--- config.mk ---
export PLATFORM = sky130hd
export DESIGN_NAME = hcv_key_pre
export DESIGN_NICKNAME = d
export VERILOG_FILES = /design/src/hw/rtl/hcv_pkg.sv /design/src/hw/rtl/hcv_key_pre.sv
export SDC_FILE = /design/constraint.sdc
export NUM_CORES = 2
export LEC_CHECK = 0
export ABC_AREA = 1
export BUFFER_PORTS_ARGS = -buffer_cell sky130_fd_sc_hd__buf_2
export CAP_MARGIN = 20
export CORE_UTILIZATION = 60
export CTS_BUF_LIST = sky130_fd_sc_hd__clkbuf_4 sky130_fd_sc_hd__clkbuf_8
export DETAILED_ROUTE_END_ITERATION = 8
export PLACE_DENSITY = 0.92
export SLEW_MARGIN = 25
export SYNTH_ARGS = -nofsm -noshare
export SYNTH_HDL_FRONTEND = slang
export SYNTH_SLANG_ARGS = --single-unit
--- constraint.sdc ---
create_clock -name clk -period 39.6 [get_ports clk]
set_input_delay 5.94 -clock clk [delete_from_list [all_inputs] [get_ports clk]]
set_output_delay 5.94 -clock clk [all_outputs]
set_load 0.02 [all_outputs]
--- src/hw/rtl/hcv_pkg.sv ---
`default_nettype none
package hcv_pkg;

    localparam int SHA_ROUNDS = 80;
    localparam int RND_W      = 7;
    localparam int TAG_W      = 20;

    typedef logic [159:0]      hash_t;
    typedef logic [15:0][31:0] win_t;   // index 0 is the oldest schedule word
    typedef logic [TAG_W-1:0]  tag_t;

    typedef struct packed {
        logic [31:0] a;
        logic [31:0] b;
        logic [31:0] c;
        logic [31:0] d;
        logic [31:0] e;
    } state_t;

    typedef enum logic [1:0] {
        CFG_KEY_HIGH = 2'd0,
        CFG_KEY_MID  = 2'd1,
        CFG_KEY_LOW  = 2'd2
    } cfg_idx_t;

    localparam hash_t SHA_H0 = 160'h67452301_EFCDAB89_98BADCFE_10325476_C3D2E1F0;

    localparam logic [7:0]  IPAD_BYTE  = 8'h36;
    localparam logic [7:0]  OPAD_BYTE  = 8'h5C;
    localparam logic [31:0] PAD_WORD   = 32'h8000_0000;
    localparam logic [31:0] INNER_BITS = 32'd576;  // (64 + 8) bytes
    localparam logic [31:0] OUTER_BITS = 32'd672;  // (64 + 20) bytes

    // code = bin mod 1000000 = ((bin >> 6) mod 15625) << 6 | bin[5:0]
    localparam logic [24:0] MOD_DIV    = 25'd15625;
    localparam logic [23:0] MOD_RECIP  = 24'd8796093;  // floor(2^37 / 15625)
    localparam int          RECIP_SH   = 37;

    function automatic state_t hash_to_state(input hash_t h);
        state_t s;
        s = h;
        return s;
    endfunction

    function automatic hash_t hash_add(input hash_t h, input state_t s);
        hash_t r;
        r[159:128] = h[159:128] + s.a;
        r[127:96]  = h[127:96]  + s.b;
        r[95:64]   = h[95:64]   + s.c;
        r[63:32]   = h[63:32]   + s.d;
        r[31:0]    = h[31:0]    + s.e;
        return r;
    endfunction

    function automatic state_t sha1_round(input state_t s, input logic [31:0] w,
                                          input logic [RND_W-1:0] t);
        logic [31:0] f;
        logic [31:0] k;
        state_t      r;
        if (t < 7'd20) begin
            f = (s.b & s.c) | (~s.b & s.d);
            k = 32'h5A827999;
        end else if (t < 7'd40) begin
            f = s.b ^ s.c ^ s.d;
            k = 32'h6ED9EBA1;
        end else if (t < 7'd60) begin
            f = (s.b & s.c) | (s.b & s.d) | (s.c & s.d);
            k = 32'h8F1BBCDC;
        end else begin
            f = s.b ^ s.c ^ s.d;
            k = 32'hCA62C1D6;
        end
        r.a = {s.a[26:0], s.a[31:27]} + f + s.e + k + w;
        r.b = s.a;
        r.c = {s.b[1:0], s.b[31:2]};
        r.d = s.c;
        r.e = s.d;
        return r;
    endfunction

    function automatic win_t win_shift(input win_t w);
        logic [31:0] x;
        win_t        r;
        x = w[13] ^ w[8] ^ w[2] ^ w[0];
        r = {{x[30:0], x[31]}, w[15:1]};
        return r;
    endfunction

    function automatic win_t make_pad(input hash_t key, input logic [7:0] pb);
        win_t r;
        for (int j = 0; j < 16; j++) begin
            r[j] = {4{pb}};
        end
        for (int j = 0; j < 5; j++) begin
            r[j] = key[159-32*j -: 32] ^ {4{pb}};
        end
        return r;
    endfunction

    function automatic win_t make_inner(input logic [63:0] ctr);
        win_t r;
        r     = '0;
        r[0]  = ctr[63:32];
        r[1]  = ctr[31:0];
        r[2]  = PAD_WORD;
        r[15] = INNER_BITS;
        return r;
    endfunction

    function automatic win_t make_outer(input hash_t h);
        win_t r;
        r = '0;
        for (int j = 0; j < 5; j++) begin
            r[j] = h[159-32*j -: 32];
        end
        r[5]  = PAD_WORD;
        r[15] = OUTER_BITS;
        return r;
    endfunction

endpackage
`default_nettype wire

--- src/hw/rtl/hcv_key_pre.sv ---
`default_nettype none
module hcv_key_pre
    import hcv_pkg::*;
(
    input  wire logic  clk,
    input  wire logic  rst_n,
    input  wire logic  start,
    input  wire hash_t key,
    output logic       busy,
    output hash_t      ipad_state,
    output hash_t      opad_state
);

    logic             busy_reg;
    logic             phase_reg;
    logic [RND_W-1:0] cnt_reg;
    state_t           st_reg;
    win_t             win_reg;
    hash_t            ih_reg;
    hash_t            oh_reg;
    state_t           st_next;
    logic             last;

    assign st_next = sha1_round(st_reg, win_reg[0], cnt_reg);
    assign last    = (cnt_reg == RND_W'(SHA_ROUNDS - 1));

    always_ff @(posedge clk or negedge rst_n) begin
        if (!rst_n) begin
            busy_reg  <= 1'b0;
            phase_reg <= 1'b0;
            cnt_reg   <= '0;
        end else if (start) begin
            busy_reg  <= 1'b1;
            phase_reg <= 1'b0;
            cnt_reg   <= '0;
        end else if (busy_reg) begin
            if (last) begin
                cnt_reg   <= '0;
                phase_reg <= 1'b1;
                if (phase_reg) begin
                    busy_reg <= 1'b0;
                end
            end else begin
                cnt_reg <= cnt_reg + 1'b1;
            end
        end
    end

    // ipad block first, then opad block; both start from the standard IV
    always_ff @(posedge clk) begin
        if (start) begin
            st_reg  <= hash_to_state(SHA_H0);
            win_reg <= make_pad(key, IPAD_BYTE);
        end else if (busy_reg) begin
            if (last) begin
                st_reg  <= hash_to_state(SHA_H0);
                win_reg <= make_pad(key, OPAD_BYTE);
                if (phase_reg) begin
                    oh_reg <= hash_add(SHA_H0, st_next);
                end else begin
                    ih_reg <= hash_add(SHA_H0, st_next);
                end
            end else begin
                st_reg  <= st_next;
                win_reg <= win_shift(win_reg);
            end
        end
    end

    assign busy       = busy_reg;
    assign ipad_state = ih_reg;
    assign opad_state = oh_reg;

endmodule
`default_nettype wire

==> results_dict.tcl <==
set metrics [dict create \
    slew_headroom_pct 25.92 \
    status "finished with violations" \
    drv_slew 0 \
    start_util_pct 60.82 \
    drt_iter0_drc 4224 \
    p_leak_nw 22.47 \
    yosysSeqAreaShare_pct 55.90 \
    multi_input_area_um2 15920 \
    synth_fp_nets 4805 \
    core-area_um2 73210 \
    ys.flop_type "dfxtp_1" \
    cts-resized-gates 0 \
    cts_made_buffers 156 \
    htreeDepth 4 \
    netlist_area_um2 44530 \
    rows 99 \
    routed_wirelength_mm 128.5 \
    drive_above_1_share_pct 17.12 \
    detailed_place.area_um2 47670 \
    seqPwrFrac_pct 29.0 \
    synth_edf_count 480 \
    async_flop_share_pct 0.8991 \
    rsz0062_at_grt "false" \
    maxCapViolations 0 \
    die_y_um 274.4 \
    clock_sinks 1001 \
    clkTransAtPathRegs_ns 0.06 \
    pwr-share-comb_pct 51.8 \
    p_clk_share_pct 19.1 \
    p_sw_mw 2.258 \
    syn_avg_cell_area_um2 9.941 \
    post-dp-hpwl_mm 87.34 \
    portBuffers 483 \
    grt_max_degree 213 \
    nets 5278 \
    min_path_type "reg2reg" \
    tns_ns 0 \
    first_global_vias 34430 \
    die_area_um2 75300 \
    p_sw_share_pct 46.60 \
    yosys-top-cells-count "inv_1, nand2_1, dfxtp_1" \
    yosys-top-cells-area "edfxtp_1, dfxtp_1, inv_1, nand2_1, fa_1" \
    synth_cells 4479 \
    num_vias 35360 \
    fillers 4943 \
    clock_skew_ns 0.05918 \
    cellPowerDensity_nw_per_um2 94.95 \
    overflow 0 \
    yosysTopAreaCell "edfxtp_1" \
    ioPinCount 484 \
    cts_root_buf "clkbuf_8" \
    utilization_pct 69.70 \
    hp-start "win_reg[319]$_SDFFE_PP0P_" \
    wl_per_cell_um 21.26 \
    worst_hold_slack_ns 0.4480 \
    synth_top_area_share_pct 32.37 \
    critPathKind "in2reg" \
    antenna_found_initial 10 \
    ir_drop_mv 0.09968 \
    cts_hold_buf 0 \
    reg2regPathDepth 28 \
    rr_startpoint "cnt_reg[2]$_DFFE_PN0P_" \
    clk_latency_ns 0.86 \
    dr.pass1.iters 9 \
    ant_nets 0 \
    fmax_mhz 111.8 \
    min_to "win_reg[287]$_SDFFE_PP0P_" \
    postCtsSetupRepairBufs 0 \
    reg2reg_slack_ns 32.95 \
    cp-start-kind "input pin" \
    drc_errors 34 \
    final.period_utilization_pct 22.59 \
    grt_usage_pct 33.69 \
    setup_viol 0 \
    grt_pass1_wl_mm 193.1 \
    regArea_um2 24890 \
    end_kind "flop" \
    yosysMostFrequentCell "inv_1" \
    crit_required_ns 40.02 \
    intPower_mw 2.587 \
    critPathMaxFanout 150 \
    areaGrowthSynthToFinish_pct 14.59 \
    clockBufferDepth 3 \
    cts_tree "done" \
    hold_violations 0 \
    ys_types 54 \
    largest_register_ffs 512 \
    vias_per_cell 5.849 \
    die_w_um 274.4 \
    violations "design-rule violations" \
    yosys_warnings 0 \
    hold-path-cell-count 2 \
    r2r-end "ipad_state[158]$_DFFE_PP_" \
    tightestPinTransition_ns 1.111 \
    gp_congestion 0.9880 \
    cp.arrival_ns 9.37 \
    period_needed_ns 8.947 \
    final_design_area_no_fill_um2 51020 \
    synth_seq_cells 1001 \
]
critical path: stages:
cell	delay, ns
buf_4	0.24
nor2_4	0.14
buf_4	0.65
clkinv_2	0.19
nor2_4	0.14
buf_4	0.62
inv_2	0.12
nor2_4	0.41
buf_12	0.50
worst max-delay path by stage:
stage | cells after the start | slack (ns) | to | start
after floorplan | 4 | 16.79 | opad_state[0]$_DFFE_PP_ | start
after global placement | 9 | 29.98 | st_next[60]$_SDFFE_PP1P_ | start
after detailed placement | 9 | 30.00 | ipad_state[110]$_DFFE_PP_ | start
after CTS | 9 | 30.86 | win_reg[476]$_SDFFE_PP1P_ | start
after global routing | 9 | 30.55 | ipad_state[128]$_DFFE_PP_ | start
final | 9 | 30.65 | ipad_state[139]$_DFFE_PP_ | start
cell type report:
type	count	area share [%]
sequential	1001	48.78
antenna	4	0.01962
timing repair buffer	507	5.199
inverter	797	5.893
clock buffer	234	5.638
tap	959	2.352
multi-input combinational	2489	31.21
clock inverter	54	0.9122
cells in the final DEF (no fill, tap or decap), drive strengths merged, types with 7 or more instances in the layout:
cell type,synthesis,routed
a22oi,113,113
a21oi,134,134
mux2i,24,24
dfrtp,9,9
o21ai,264,264
nand3,102,102
edfxtp,480,480
nor3,37,37
nor2,216,216
a211oi,13,13
o221ai,79,79
nand2,774,774
nor4,9,9
o22ai,173,173
nand3b,7,7
xnor2,80,80
dfxtp,512,512
o211a,8,8
buf,48,507
inv,792,797
nand4,36,36
fa,120,120
clkinv,5,44
o211ai,15,15
a221oi,82,82
clkbuf,144,234
xor2,139,139
ha,43,43
per-layer routing:
metal	GRT usage (%)	share of wire, %	up-vias
met1	38.94	35	16780
li1	-	-	15970
met5	0	0.035	-
met2	56.61	49	2091
met3	9.169	10	514
met4	18.73	5.7	8
stage by stage:
stage	worst slack (ns)	total power [mW]	instances
global placement	29.98	3.860	5752
detailed placement	30.00	3.912	5753
finish	30.65	4.845	6045
global route	30.55	5.175	6045
CTS	30.86	4.838	6041
floorplan	16.79	3.163	4479
power by group through the flow:
stage	logic, mW	registers, mW	clock network [mW]
global placement	2.44	1.42	0
CTS	2.51	1.40	0.930
global route	2.79	1.41	0.976
floorplan	1.78	1.39	0
detailed placement	2.49	1.42	0
finish	2.51	1.41	0.927
cell families (layout without fill, tap and decap cells):
logic type      after synthesis  in the layout  synth area share, %
other cells                   0              4                    0
compound gates              891            891                12.86
buf+inv                     989           1592                8.444
simple gates               1192           1192                11.34
mux                          24             24               0.5395
xor+xnor                    219            219                4.308
flops                      1001           1001                55.90
fa+ha+maj                   163            163                6.604
No activity file was read; power rests on OpenSTA's default activity.
