File: config.mk
export PLATFORM = sky130hd
export DESIGN_NAME = hcv_trunc
export DESIGN_NICKNAME = d
export VERILOG_FILES = /design/src/hw/rtl/hcv_pkg.sv /design/src/hw/rtl/hcv_trunc.sv
export SDC_FILE = /design/constraint.sdc
export NUM_CORES = 1
export LEC_CHECK = 0
export ABC_CLOCK_PERIOD_IN_PS = 8050
export BUFFER_PORTS_ARGS = -buffer_cell sky130_fd_sc_hd__clkbuf_2
export CORE_MARGIN = 2
export CORE_UTILIZATION = 52
export CTS_BUF_LIST = sky130_fd_sc_hd__clkbuf_8
export CTS_CLUSTER_DIAMETER = 60
export CTS_CLUSTER_SIZE = 16
export DETAILED_ROUTE_END_ITERATION = 6
export PLACE_DENSITY = 0.71
export SLEW_MARGIN = 20
export SYNTH_ARGS = -nofsm -noshare
export SYNTH_HDL_FRONTEND = slang
export SYNTH_SLANG_ARGS = --single-unit
File: constraint.sdc
create_clock -name clk -period 8.05 [get_ports clk]
set_input_delay 1.61 -clock clk [delete_from_list [all_inputs] [get_ports clk]]
set_output_delay 1.61 -clock clk [all_outputs]
set_load 0.03 [all_outputs]
File: src/hw/rtl/hcv_pkg.sv
`default_nettype none
package hcv_pkg;

    localparam int SHA_ROUNDS = 80;
    localparam int RND_W      = 7;
    localparam int TAG_W      = 20;

    typedef logic [159:0]      hash_t;
    typedef logic [15:0][31:0] win_t;   // index 0 is the oldest schedule word
    typedef logic [TAG_W-1:0]  tag_t;

    typedef struct packed {
        logic [31:0] a;
        logic [31:0] b;
        logic [31:0] c;
        logic [31:0] d;
        logic [31:0] e;
    } state_t;

    typedef enum logic [1:0] {
        CFG_KEY_HIGH = 2'd0,
        CFG_KEY_MID  = 2'd1,
        CFG_KEY_LOW  = 2'd2
    } cfg_idx_t;

    localparam hash_t SHA_H0 = 160'h67452301_EFCDAB89_98BADCFE_10325476_C3D2E1F0;

    localparam logic [7:0]  IPAD_BYTE  = 8'h36;
    localparam logic [7:0]  OPAD_BYTE  = 8'h5C;
    localparam logic [31:0] PAD_WORD   = 32'h8000_0000;
    localparam logic [31:0] INNER_BITS = 32'd576;  // (64 + 8) bytes
    localparam logic [31:0] OUTER_BITS = 32'd672;  // (64 + 20) bytes

    // code = bin mod 1000000 = ((bin >> 6) mod 15625) << 6 | bin[5:0]
    localparam logic [24:0] MOD_DIV    = 25'd15625;
    localparam logic [23:0] MOD_RECIP  = 24'd8796093;  // floor(2^37 / 15625)
    localparam int          RECIP_SH   = 37;

    function automatic state_t hash_to_state(input hash_t h);
        state_t s;
        s = h;
        return s;
    endfunction

    function automatic hash_t hash_add(input hash_t h, input state_t s);
        hash_t r;
        r[159:128] = h[159:128] + s.a;
        r[127:96]  = h[127:96]  + s.b;
        r[95:64]   = h[95:64]   + s.c;
        r[63:32]   = h[63:32]   + s.d;
        r[31:0]    = h[31:0]    + s.e;
        return r;
    endfunction

    function automatic state_t sha1_round(input state_t s, input logic [31:0] w,
                                          input logic [RND_W-1:0] t);
        logic [31:0] f;
        logic [31:0] k;
        state_t      r;
        if (t < 7'd20) begin
            f = (s.b & s.c) | (~s.b & s.d);
            k = 32'h5A827999;
        end else if (t < 7'd40) begin
            f = s.b ^ s.c ^ s.d;
            k = 32'h6ED9EBA1;
        end else if (t < 7'd60) begin
            f = (s.b & s.c) | (s.b & s.d) | (s.c & s.d);
            k = 32'h8F1BBCDC;
        end else begin
            f = s.b ^ s.c ^ s.d;
            k = 32'hCA62C1D6;
        end
        r.a = {s.a[26:0], s.a[31:27]} + f + s.e + k + w;
        r.b = s.a;
        r.c = {s.b[1:0], s.b[31:2]};
        r.d = s.c;
        r.e = s.d;
        return r;
    endfunction

    function automatic win_t win_shift(input win_t w);
        logic [31:0] x;
        win_t        r;
        x = w[13] ^ w[8] ^ w[2] ^ w[0];
        r = {{x[30:0], x[31]}, w[15:1]};
        return r;
    endfunction

    function automatic win_t make_pad(input hash_t key, input logic [7:0] pb);
        win_t r;
        for (int j = 0; j < 16; j++) begin
            r[j] = {4{pb}};
        end
        for (int j = 0; j < 5; j++) begin
            r[j] = key[159-32*j -: 32] ^ {4{pb}};
        end
        return r;
    endfunction

    function automatic win_t make_inner(input logic [63:0] ctr);
        win_t r;
        r     = '0;
        r[0]  = ctr[63:32];
        r[1]  = ctr[31:0];
        r[2]  = PAD_WORD;
        r[15] = INNER_BITS;
        return r;
    endfunction

    function automatic win_t make_outer(input hash_t h);
        win_t r;
        r = '0;
        for (int j = 0; j < 5; j++) begin
            r[j] = h[159-32*j -: 32];
        end
        r[5]  = PAD_WORD;
        r[15] = OUTER_BITS;
        return r;
    endfunction

endpackage
`default_nettype wire

File: src/hw/rtl/hcv_trunc.sv
`default_nettype none
module hcv_trunc
    import hcv_pkg::*;
(
    input  wire logic  clk,
    input  wire logic  rst_n,
    input  wire logic  in_valid,
    input  wire hash_t mac,
    input  wire tag_t  candidate,
    output logic       out_valid,
    output logic       hit,
    output logic [19:0] code
);

    logic        s1_valid_reg, s2_valid_reg, s3_valid_reg, s4_valid_reg;
    logic [30:0] s1_bin_reg;
    tag_t        s1_cand_reg, s2_cand_reg, s3_cand_reg;
    logic [24:0] s2_x_reg;
    logic [5:0]  s2_lo_reg, s3_lo_reg;
    logic [48:0] s2_prod_reg;
    logic [14:0] s3_rem_reg;
    logic        s4_match_reg;
    logic [19:0] s4_code_reg;

    logic [3:0]  off;
    logic [31:0] sel;
    logic [11:0] q_est;
    logic [13:0] rem_fix;
    logic [19:0] code_next;

    // byte at the offset lands in bits 31:24
    assign off   = mac[3:0];
    assign sel   = 32'(mac >> {5'd16 - {1'b0, off}, 3'b000});
    assign q_est = s2_prod_reg[48:RECIP_SH];
    assign rem_fix = (s3_rem_reg >= 15'(MOD_DIV)) ? 14'(s3_rem_reg - 15'(MOD_DIV))
                                                 : s3_rem_reg[13:0];
    assign code_next = {rem_fix, s3_lo_reg};

    always_ff @(posedge clk or negedge rst_n) begin
        if (!rst_n) begin
            s1_valid_reg <= 1'b0;
            s2_valid_reg <= 1'b0;
            s3_valid_reg <= 1'b0;
            s4_valid_reg <= 1'b0;
        end else begin
            s1_valid_reg <= in_valid;
            s2_valid_reg <= s1_valid_reg;
            s3_valid_reg <= s2_valid_reg;
            s4_valid_reg <= s3_valid_reg;
        end
    end

    always_ff @(posedge clk) begin
        s1_bin_reg  <= sel[30:0];
        s1_cand_reg <= candidate;

        s2_x_reg    <= s1_bin_reg[30:6];
        s2_lo_reg   <= s1_bin_reg[5:0];
        s2_prod_reg <= 49'(s1_bin_reg[30:6]) * 49'(MOD_RECIP);
        s2_cand_reg <= s1_cand_reg;

        // estimate is exact or one low, so the remainder stays below 2 * 15625
        s3_rem_reg  <= 15'(s2_x_reg - 25'(25'(q_est) * MOD_DIV));
        s3_lo_reg   <= s2_lo_reg;
        s3_cand_reg <= s2_cand_reg;

        s4_code_reg  <= code_next;
        s4_match_reg <= (code_next == s3_cand_reg);
    end

    assign out_valid = s4_valid_reg;
    assign hit       = s4_match_reg;
    assign code      = s4_code_reg;

endmodule
`default_nettype wire

==> reports/results.txt <==
Start of the worst register-to-register path -> s1_bin_reg[16]
Post-Syn Nets -> 2894
Main flop type after synthesis -> sky130_fd_sc_hd__dfxtp_1
Final-report setup violation count -> 0
Post-Syn Instances -> 2140
Worst relative slew slack -> 33.72%
Via-to-Cell Ratio -> 5.455
Total CTS buffers -> 17
Number of flip-flops under the largest register name -> 31
Maximum fanout along the worst path -> 11
Worst endpoint data arrival time -> 7.58 ns
Drt total wl -> 51780 um
Cell with the biggest individual delay on the critical path -> sky130_fd_sc_hd__dfxtp_1
Type of the tightest min-delay check -> reg2reg
Clk_lat worst skew -> 0.49 ns
CTS sink count -> 170
RSZ-0062 raised after global routing -> false
Die Area -> 0.04220 sq mm
Worst stage delay on the critical path -> 0.92 ns
Type of origin of the critical path -> flop
Worst slack on hold paths -> 0.3130 ns
Final clock skew -> 0.02706 ns
Initial standard-cell utilization of the core -> 52.86%
Horizontal die dimension -> 205.4 um
Proportion of layout cells with a drive suffix above 1 -> 16.16%
Reg clk slew, reported paths -> 0.13 ns
Post-detailed-route wirelength per cell -> 18.15 um
Dominant delay contributor by cell family on the critical path -> adder cells
Weighted congestion at the end of routability-driven global placement -> 0.9475
Max clock buf depth -> 2
Share of synthesized flip-flops with an asynchronous set or reset -> 2.353%
Final setup TNS -> 0 ns
Sum of net half-perimeters after detailed placement -> 43440 um
Number of buffers added for setup after CTS -> 0
Top area cells in the synthesized netlist -> sky130_fd_sc_hd__fa_1 (25%), sky130_fd_sc_hd__ha_1 (18%), sky130_fd_sc_hd__dfxtp_1 (16%)
Detailed-routing wirelength on met1 -> 21820 um
Distinct cells, synth -> 73
Clk Tree Root Cell -> sky130_fd_sc_hd__clkbuf_8
Area leader, netlist -> sky130_fd_sc_hd__fa_1
Post-layout minimum cycle time -> 7.173 ns
Most frequent cells after synthesis -> sky130_fd_sc_hd__inv_1 (451), sky130_fd_sc_hd__ha_1 (310), sky130_fd_sc_hd__fa_1 (261), sky130_fd_sc_hd__dfxtp_1 (166), sky130_fd_sc_hd__nand2_1 (154)
Core area -> 0.03991 sq mm
Synth Area per Inst -> 9.859 sq um
Die Height -> 205.4 um
Register-to-Register Setup Slack -> 0.88 ns
Leading cell type by number of instances after synthesis -> sky130_fd_sc_hd__inv_1
Total standard cell area after synthesis -> 0.02110 sq mm
Fin crit share -> 89.11%
Result of the run -> finished clean
Count of pins on the block boundary -> 205
Met3 routed WL -> 2590 um
Antenna violations before repair -> 0
Maximum operating frequency -> 139.4 MHz
Number of iterations in the first detailed-routing pass -> 7
Critical path required time -> 8.46 ns
Crit-path cells -> inv_1 > fa_1 > fa_1 > fa_1 > fa_1 > fa_1 > inv_1 > fa_1 > inv_1 > fa_1 > inv_1 > ha_1 > o21ai_0 > o21ai_0 > a311oi_1 > o211ai_1 > a211oi_1 > o21ai_0 > a21oi_1 > xnor2_1
Most frequent cell on the critical path -> sky130_fd_sc_hd__fa_1
CTS tree -> yes
Worst-case hold path end point -> s2_cand_reg[16]
Post-detailed-route DRC marker count -> 0
Flops & latches, synth -> 170
Remaining global-route overflow -> 0
Total number of nets in the final design -> 3068
Hold Fails Final Rpt -> 0
Violation count after the first detailed-routing iteration -> 816
Via count -> 15560
Number of placement rows -> 73
Max-Cap Viols -> 0
Origin of the worst min-delay path -> s1_cand_reg[16]
Wire length of the first global-routing pass -> 84860 um
Slew Limit Fails -> 0
Largest net degree at the start of global routing -> 91
Synth warn -> 0
Buf+Inv Stages, Crit Path -> 4
Worst flop-to-flop path endpoint -> s2_prod_reg[44]
Max Used Layer -> met4
Area growth from synthesis to final layout -> 9.655%
Fraction of synthesized cell area taken by the top area cell type -> 24.77%
Worst setup path category -> reg2reg
Tightest Pin Transition -> 0.9867 ns
GRT Resource Usage Total -> 25.70%
EDFF count, synth -> 0
Post-CTS Hold Buffers -> 0
Antenna diode instance count -> 0
Gates resized, CTS repair -> 0
Worst Reg2Reg Path Length in Cells -> 20
CTS H-tree depth -> 4
Post-route antenna net violation count -> 0
Crit end category -> flop
Vias in the first global route -> 16320
Worst Hold Path Cells -> 0
Sequential-to-total area share from yosys stat -> 16.23%
Port Buffers -> 204
Wire length on met2 -> 26170 um
through the flow:
| step | instance area [sq um] | cells | setup slack [ns] | util (%) |
|---|---|---|---|---|
| after floorplan | 21100 | 2140 | 1.887 | - |
| after global placement | 22690 | 2820 | 1.165 | 56.84 |
| after detailed placement | 22690 | 2820 | 1.045 | 56.84 |
| after CTS | 23130 | 2852 | 0.9860 | 57.96 |
| after global routing | 23130 | 2852 | 0.4887 | 57.96 |
| final | 23130 | 2852 | 0.8769 | 57.96 |
how the worst max path moves through the flow:
stage / from / to / cells past startpoint
CTS: s1_bin_reg[16] / s2_prod_reg[44] / 20
finish: s1_bin_reg[16] / s2_prod_reg[44] / 20
floorplan: s1_bin_reg[25] / s2_prod_reg[48] / 20
global placement: s1_bin_reg[25] / s2_prod_reg[44] / 20
detailed placement: s1_bin_reg[25] / s2_prod_reg[44] / 20
global route: s1_bin_reg[16] / s2_prod_reg[44] / 20
cell type report:
class	count	area [sq um]
clock buffer	17	234.0
clock inverter	15	212.7
fill	3446	16780
inverter	452	1697
multi-input combinational	1452	15760
sequential	170	3423
tap	525	656.9
timing repair buffer	221	1155
routing by layer:
| layer | track usage (%) | vias up |
|---|---|---|
| met1 | 32.96 | 7544 |
| met2 | 46.36 | 516 |
| met4 | 6.423 | 0 |
| met3 | 2.708 | 74 |
| li1 | - | 7425 |
| met5 | 0 | - |
worst register-to-register path: cells and delay by family, from the launching register on:
family / cells / cell delay, ns
compound gates: 7 / 1.96
xor+xnor: 1 / 0.13
buf+inv: 4 / 0.30
fa+ha+maj: 8 / 3.79
flops: 1 / 0.92
cells in the final DEF (no fill, tap or decap), types with 51 or more instances in the layout:
master                     Yosys  layout
sky130_fd_sc_hd__a21oi_1     134     134
sky130_fd_sc_hd__clkbuf_2      0     203
sky130_fd_sc_hd__o21ai_0      51      51
sky130_fd_sc_hd__mux4_2       60      60
sky130_fd_sc_hd__nand2_1     154     154
sky130_fd_sc_hd__nor2_1       69      69
sky130_fd_sc_hd__fa_1        261     261
sky130_fd_sc_hd__inv_1       451     451
sky130_fd_sc_hd__mux2i_1      55      55
sky130_fd_sc_hd__ha_1        310     309
sky130_fd_sc_hd__dfxtp_1     166     166
cells by family (layout without fill, tap and decap cells):
logic type      after synthesis  in the layout  synth area share [%]
simple gates                286            286                 5.859
fa+ha+maj                   571            571                 43.15
compound gates              349            349                 10.50
mux                         149            149                 10.83
buf+inv                     518            705                 9.335
xor+xnor                     97             97                 4.098
flops                       170            170                 16.23
Power is left out: the tool's default activity adds up to more than one toggle a clock period on the data nets, which glitch-free logic cannot reach.
